## src/rtl/tbd_pkg.sv

```systemverilog
// shared types, constants and the round mix function for the tea block decrypt unit
`default_nettype none

package tbd_pkg;

  localparam int unsigned TBD_ROUNDS    = 32;
  localparam int unsigned TBD_WORD_W    = 32;
  localparam int unsigned TBD_NUM_KEYS  = 4;
  localparam int unsigned TBD_CFG_IDX_W = 2;
  localparam logic [TBD_WORD_W-1:0] TBD_DELTA = 32'h9e37_79b9;
  localparam int unsigned TBD_SHL = 4;
  localparam int unsigned TBD_SHR = 5;

  // configuration register indexes
  localparam logic [TBD_CFG_IDX_W-1:0] CFG_KEY_WORD0 = 2'd0;
  localparam logic [TBD_CFG_IDX_W-1:0] CFG_KEY_WORD1 = 2'd1;
  localparam logic [TBD_CFG_IDX_W-1:0] CFG_KEY_WORD2 = 2'd2;
  localparam logic [TBD_CFG_IDX_W-1:0] CFG_KEY_WORD3 = 2'd3;

  typedef logic [TBD_WORD_W-1:0] tbd_word_t;

  typedef struct packed {
    tbd_word_t cipher_left;
    tbd_word_t cipher_right;
  } tbd_in_t;

  typedef struct packed {
    tbd_word_t plain_left;
    tbd_word_t plain_right;
  } tbd_out_t;

  // working block between half-round stages
  typedef struct packed {
    tbd_word_t left;
    tbd_word_t right;
  } tbd_blk_t;

  // key words and round sum that one half round needs
  typedef struct packed {
    tbd_word_t sum;
    tbd_word_t kx;
    tbd_word_t ka;
  } tbd_rkey_t;

  function automatic tbd_word_t tbd_mix(input tbd_word_t v, input tbd_rkey_t rk);
    tbd_word_t shl;
    tbd_word_t shr;
    shl = v << TBD_SHL;
    shr = v >> TBD_SHR;
    return shl + (rk.kx ^ v) + (rk.sum ^ shr) + rk.ka;
  endfunction

endpackage

`default_nettype wire

```

## src/rtl/tbd_half_round.sv

```systemverilog
// one half round of tea decryption: updates one half of the block, registered
`default_nettype none

module tbd_half_round
  import tbd_pkg::*;
#(
  parameter bit UPD_RIGHT = 1'b1
) (
  input  wire logic      clk,
  input  wire logic      rst_n,
  input  wire logic      valid_in,
  input  wire tbd_blk_t  blk_in,
  input  wire tbd_rkey_t rkey,
  output logic           valid_r,
  output tbd_blk_t       blk_r
);

  tbd_blk_t blk_nxt;
  logic     valid_nxt;

  always_comb begin
    blk_nxt   = blk_in;
    valid_nxt = valid_in;
    if (UPD_RIGHT) begin
      blk_nxt.right = blk_in.right - tbd_mix(blk_in.left, rkey);
    end else begin
      blk_nxt.left = blk_in.left - tbd_mix(blk_in.right, rkey);
    end
  end

  always_ff @(posedge clk) begin
    if (!rst_n) begin
      valid_r <= 1'b0;
    end else begin
      valid_r <= valid_nxt;
    end
  end

  // payload carries no reset
  always_ff @(posedge clk) begin
    blk_r <= blk_nxt;
  end

endmodule

`default_nettype wire
```

## config.mk

```make
export PLATFORM = sky130hd
export DESIGN_NAME = tbd_half_round
export DESIGN_NICKNAME = d
export VERILOG_FILES = /design/src/rtl/tbd_pkg.sv /design/src/rtl/tbd_half_round.sv
export SDC_FILE = /design/constraint.sdc
export NUM_CORES = 1
export LEC_CHECK = 0
export BUFFER_PORTS_ARGS = -buffer_cell sky130_fd_sc_hd__buf_2
export CORE_UTILIZATION = 35
export CTS_CLUSTER_SIZE = 30
export DETAILED_ROUTE_END_ITERATION = 10
export SLEW_MARGIN = 20
export SYNTH_ARGS = -nofsm -noshare
export SYNTH_HDL_FRONTEND = slang
export SYNTH_SLANG_ARGS = --single-unit
```

## constraint.sdc

```tcl
create_clock -name clk -period 14.8 [get_ports clk]
set_clock_uncertainty 0.05 [all_clocks]
set_input_delay 2.96 -clock clk [delete_from_list [all_inputs] [get_ports clk]]
set_output_delay 2.96 -clock clk [all_outputs]
set_load 0.02 [all_outputs]
```

Yosys cells after proc, flatten, opt, wreduce, memory -nomap -nowiden:

Index checks and enable logic that the tools add are counted.
W data, S select, Z words.

* input port bits: 163
* bits in registers: 65
* word-level logic and storage cells: 9

* bitwise gates (word level): 2
* add/sub/neg operators: 4

Operators by type and width (number)
* $add A32 B32 Y32: 3
* $sub A32 B32 Y32: 1
* $xor A32 B27 Y32: 1
* $xor A32 B32 Y32: 1

Logic depth before layout (Yosys ltp):

* depth after elaboration: 5
* depth in mapped cells: 16
* depth with buffers taken out: 16

Worst setup path after synthesis:

No wires, ideal clock.

* path type: input to register
* from: in blk_in[32] (netlist bit)
* to: reg blk_r[20] (netlist bit)
* data arrival time: 6557 ps
* path slack: 8059 ps
* library setup time: 134 ps
* cell stages on the path: 16
* cell sequence: xnor2_1 > fa_1 > inv_1 > ha_1 > xnor2_1 > xnor2_1 > inv_1 > ha_1 > or2_2 > fa_1 > a21oi_1 > o221ai_2 > o2111a_2 > o22ai_2 > nor3_1 > or4_1

RTL lines
* from (decl): RTL line tbd_half_round.sv:12 `input wire tbd_blk_t blk_in,`
* to (signal assigned): RTL line tbd_half_round.sv:41 `blk_r <= blk_nxt;`
* to (decl): RTL line tbd_half_round.sv:15 `output tbd_blk_t blk_r`

==> impl_metrics.py <==
metrics = {
    "pwr": {
        "netSwitchingPower_uw": 799,
        "seqPwrFrac": 0.151,
        "netSwitchingFraction": 0.471,
        "p_leak_nw": 3.84,
        "power.share.clock": 0.138,
        "vdd_ir_drop_max_v": 0.0000903,
        "intPower_uw": 896,
        "combPwrFrac": 0.711,
        "power_density_nw_per_um2": 223,
    },
    "logic_synthesis": {
        "synth.cell_area_sq_um": 5890,
        "synthFlopType": "dfxtp_1",
        "syn_area_per_cell_sq_um": 10.2,
        "synth_nets": 865,
        "async_reset_ff_frac": 0,
        "ys_types": 54,
        "synth-edff-count": 0,
        "synth-seq-cells": 65,
        "ys_seq_area_frac": 0.221,
        "synth_warnings": 0,
        "netlist_instances": 577,
    },
    "floorplan": {
        "die-width_microns": 132,
        "placementRows": 47,
        "die-height_microns": 132,
        "core_area_sq_um": 16500,
        "initial_utilization": 0.356,
        "dieArea_sq_um": 17300,
        "io_pins": 228,
    },
    "placement": {
        "hpwl_mm": 15.5,
        "io_buffers": 227,
        "finalWeightedCongestion": 0.861,
    },
    "timing": {
        "relSlewSlack": 0.627,
        "period_share": 0.464,
        "hold_violations": 0,
        "finalSetupTns_ns": 0,
        "rsz0062_at_grt": "false",
        "post-route-min-period_ns": 6.87,
        "clock.fmax_mhz": 145,
        "finalSetupViolCount": 0,
        "slew_violations": 0,
        "tightestPinTransition_ns": 0.556,
        "holdWs_ns": 2.72,
    },
    "hold_path": {
        "hp-class": "input port to flop",
        "hold_depth": 1,
        "min_from": "blk_in[61]",
        "hold_path_end": "blk_r[61]$_DFF_P_",
    },
    "grt": {
        "grt_pass1_vias": 5226,
        "grt_max_degree": 12,
        "grt_usage": 0.216,
        "grt_pass1_wl_mm": 27.6,
        "grt-ovfl-total": 0,
        "antenna_found_initial": 5,
    },
    "routing": {
        "vias_per_cell": 4.67,
        "routed_wl_mm": 17.5,
        "vias": 4838,
        "firstDrtPassIters": 5,
        "drtIter0Drc": 158,
        "drc_errors": 0,
        "ant_nets": 0,
        "routedWlPerCell_microns": 16.9,
    },
    "run_status": {
        "status": "complete, no violations",
    },
    "layout": {
        "syn2layout_area_growth_pct": 29.1,
        "num-fill-cells": 1618,
        "drive_above_1_share": 0.310,
        "final_nets": 1095,
    },
    "critical_path": {
        "cp.required_ns": 14.97,
        "endpoint_kind": "flop",
        "worstSetupPathType": "input port to flop",
        "crit_chain": "buf_2 -> xnor2_1 -> fa_1 -> inv_1 -> ha_1 -> xnor2_1 -> xnor2_1 -> inv_1 -> ha_1 -> or2_2 -> fa_1 -> a21oi_1 -> o221ai_2 -> o2111a_2 -> o22ai_2 -> nor3_1 -> or4_1",
        "crit_slowest_cell": "fa_1",
        "cp_slowest_stage_delay_ns": 0.55,
        "critical_path.startpoint": "blk_in[37]",
        "critPathMaxFanout": 4,
        "critPathLaunchType": "input port",
        "cpMostUsedCell": "xnor2_1",
        "crit_arrival_ns": 7.04,
    },
    "flow_run": {
        "timing.max_cap.violations": 0,
    },
    "clock_network": {
        "cts_hold_buf": 0,
        "cts.clk_slew.worst_paths_ns": 0.06,
        "cts_resized": 0,
        "clk_root_buffer_cell": "clkbuf_16",
        "cts_sinks": 65,
        "cts_tree": "done",
        "post_cts_buffers": 0,
        "cts-buffers-inserted": 9,
        "cts_max_path_buffers": 2,
        "htreeDepth": 3,
    },
}
==> per-stage QoR <==
step / area (sq um) / setup slack (ns) / std cells / power (mW) / util
floorplan: 5890 / 8.06 / 577 / 1.15 / -
global placement: 7260 / 7.68 / 1016 / 1.46 / 0.440
detailed placement: 7260 / 7.58 / 1016 / 1.46 / 0.440
CTS: 7590 / 7.94 / 1032 / 1.70 / 0.459
global route: 7590 / 7.77 / 1035 / 1.86 / 0.460
finish: 7600 / 7.93 / 1037 / 1.69 / 0.460
==> area by class of cell <==
type                    instances  area (sq um)  area share
clock inverters                 5          78.8      0.0104
repair buffers                227          1140       0.150
clock buffers                  11           243      0.0319
diodes                          5          12.5     0.00165
well taps                     220           275      0.0362
inverters                     111           417      0.0548
flip-flops and latches         65          1300       0.171
multi-input cells             393          4140       0.544
==> synth_stat cells (2+ instances only) <==
cell,n,area (sq um)
o21bai_1,3,22.5
nand2_1,17,63.8
o31a_1,2,17.5
inv_1,111,417
nor3_1,8,40.0
o31ai_1,2,15.0
or4_1,3,22.5
ha_1,37,463
nand3b_1,4,30.0
o21a_1,10,75.1
clkbuf_1,5,18.8
xor2_1,65,569
fa_1,88,1760
a21oi_1,29,145
dfxtp_1,65,1300
o21ai_0,16,80.1
nand2b_1,4,25.0
nand4_1,3,18.8
and3_1,3,18.8
a21boi_0,3,22.5
xnor2_1,31,272
buf_2,3,15.0
a21o_1,11,82.6
o2111ai_1,3,26.3
a31oi_1,3,18.8
or3_1,2,12.5
nor2_1,10,37.5
nand3_1,7,35.0
and2_1,2,12.5
o211ai_1,3,22.5
==> routing by layer <==
metal / up-vias / share of wire / track usage
met2: 207 / 0.51 / 0.385
li1: 2325 / - / -
met5: - / 0 / 0
met1: 2283 / 0.40 / 0.246
met3: 23 / 0.066 / 0.0613
met4: 0 / 0.020 / 0.0724
==> cells in the final DEF, fill, tap and decap left out, types with 2 or more instances in the layout <==
master,Yosys,layout
o31ai_1,2,2
and3_1,3,3
o21ai_0,16,16
o211ai_1,3,3
clkinv_2,0,2
or3_1,2,2
nor2_1,10,10
nand3b_1,4,4
xnor2_1,31,31
nand3_1,7,7
buf_2,3,227
a21o_1,11,11
o31a_1,2,2
nand4_1,3,3
o21a_1,10,10
inv_1,111,111
xor2_1,65,65
clkbuf_16,0,9
a21boi_0,3,3
nand2_1,17,17
or4_1,3,3
dfxtp_1,65,65
a31oi_1,3,3
nor3_1,8,8
a21oi_1,29,29
diode_2,0,5
bufinv_16,0,2
nand2b_1,4,4
ha_1,37,37
fa_1,88,88
o2111ai_1,3,3
and2_1,2,2
o21bai_1,3,3
==> logic make-up (layout without fill, tap and decap cells) <==
logic type	Yosys count	count (layout)	synth area share
compound gates	103	103	0.119
xor+xnor	96	96	0.143
fa+ha+maj	125	125	0.378
buf+inv	119	354	0.0765
flops	65	65	0.221
mux	1	1	0.00191
other cells	0	5	0
simple gates	68	68	0.0604
==> worst max path at each step <==
stage,to,slack (ns),cells past startpoint
floorplan,blk_r[20]$_DFF_P_,8.06,16
global placement,blk_r[20]$_DFF_P_,7.68,17
detailed placement,blk_r[20]$_DFF_P_,7.58,17
CTS,blk_r[20]$_DFF_P_,7.94,17
global route,blk_r[20]$_DFF_P_,7.77,17
finish,blk_r[20]$_DFF_P_,7.93,17
==> flip-flops by register name, summed over array words and instances (netlist names) <==
signal and cells:
blk_r 64, valid_r 1
==> worst max-delay path, delay by kind of cell <==
family / cells / cell delay, ns
adder cells (fa/ha/maj): 4 / 1.44
AO/OA/AOI/OAI: 4 / 1.02
XOR/XNOR: 3 / 0.51
AND/OR/NAND/NOR: 3 / 0.85
buffers and inverters: 3 / 0.27
==> power groups by stage <==
stage / Sequential (mW) / Clock (mW) / Combinational, mW
3_3_place_gp: 0.261 / 0 / 1.20
3_5_place_dp: 0.261 / 0 / 1.20
2_1_floorplan: 0.325 / 0 / 0.829
5_1_grt: 0.262 / 0.247 / 1.35
6_report: 0.256 / 0.233 / 1.21
4_1_cts: 0.258 / 0.240 / 1.21
(Power assumes the default switching activity.)
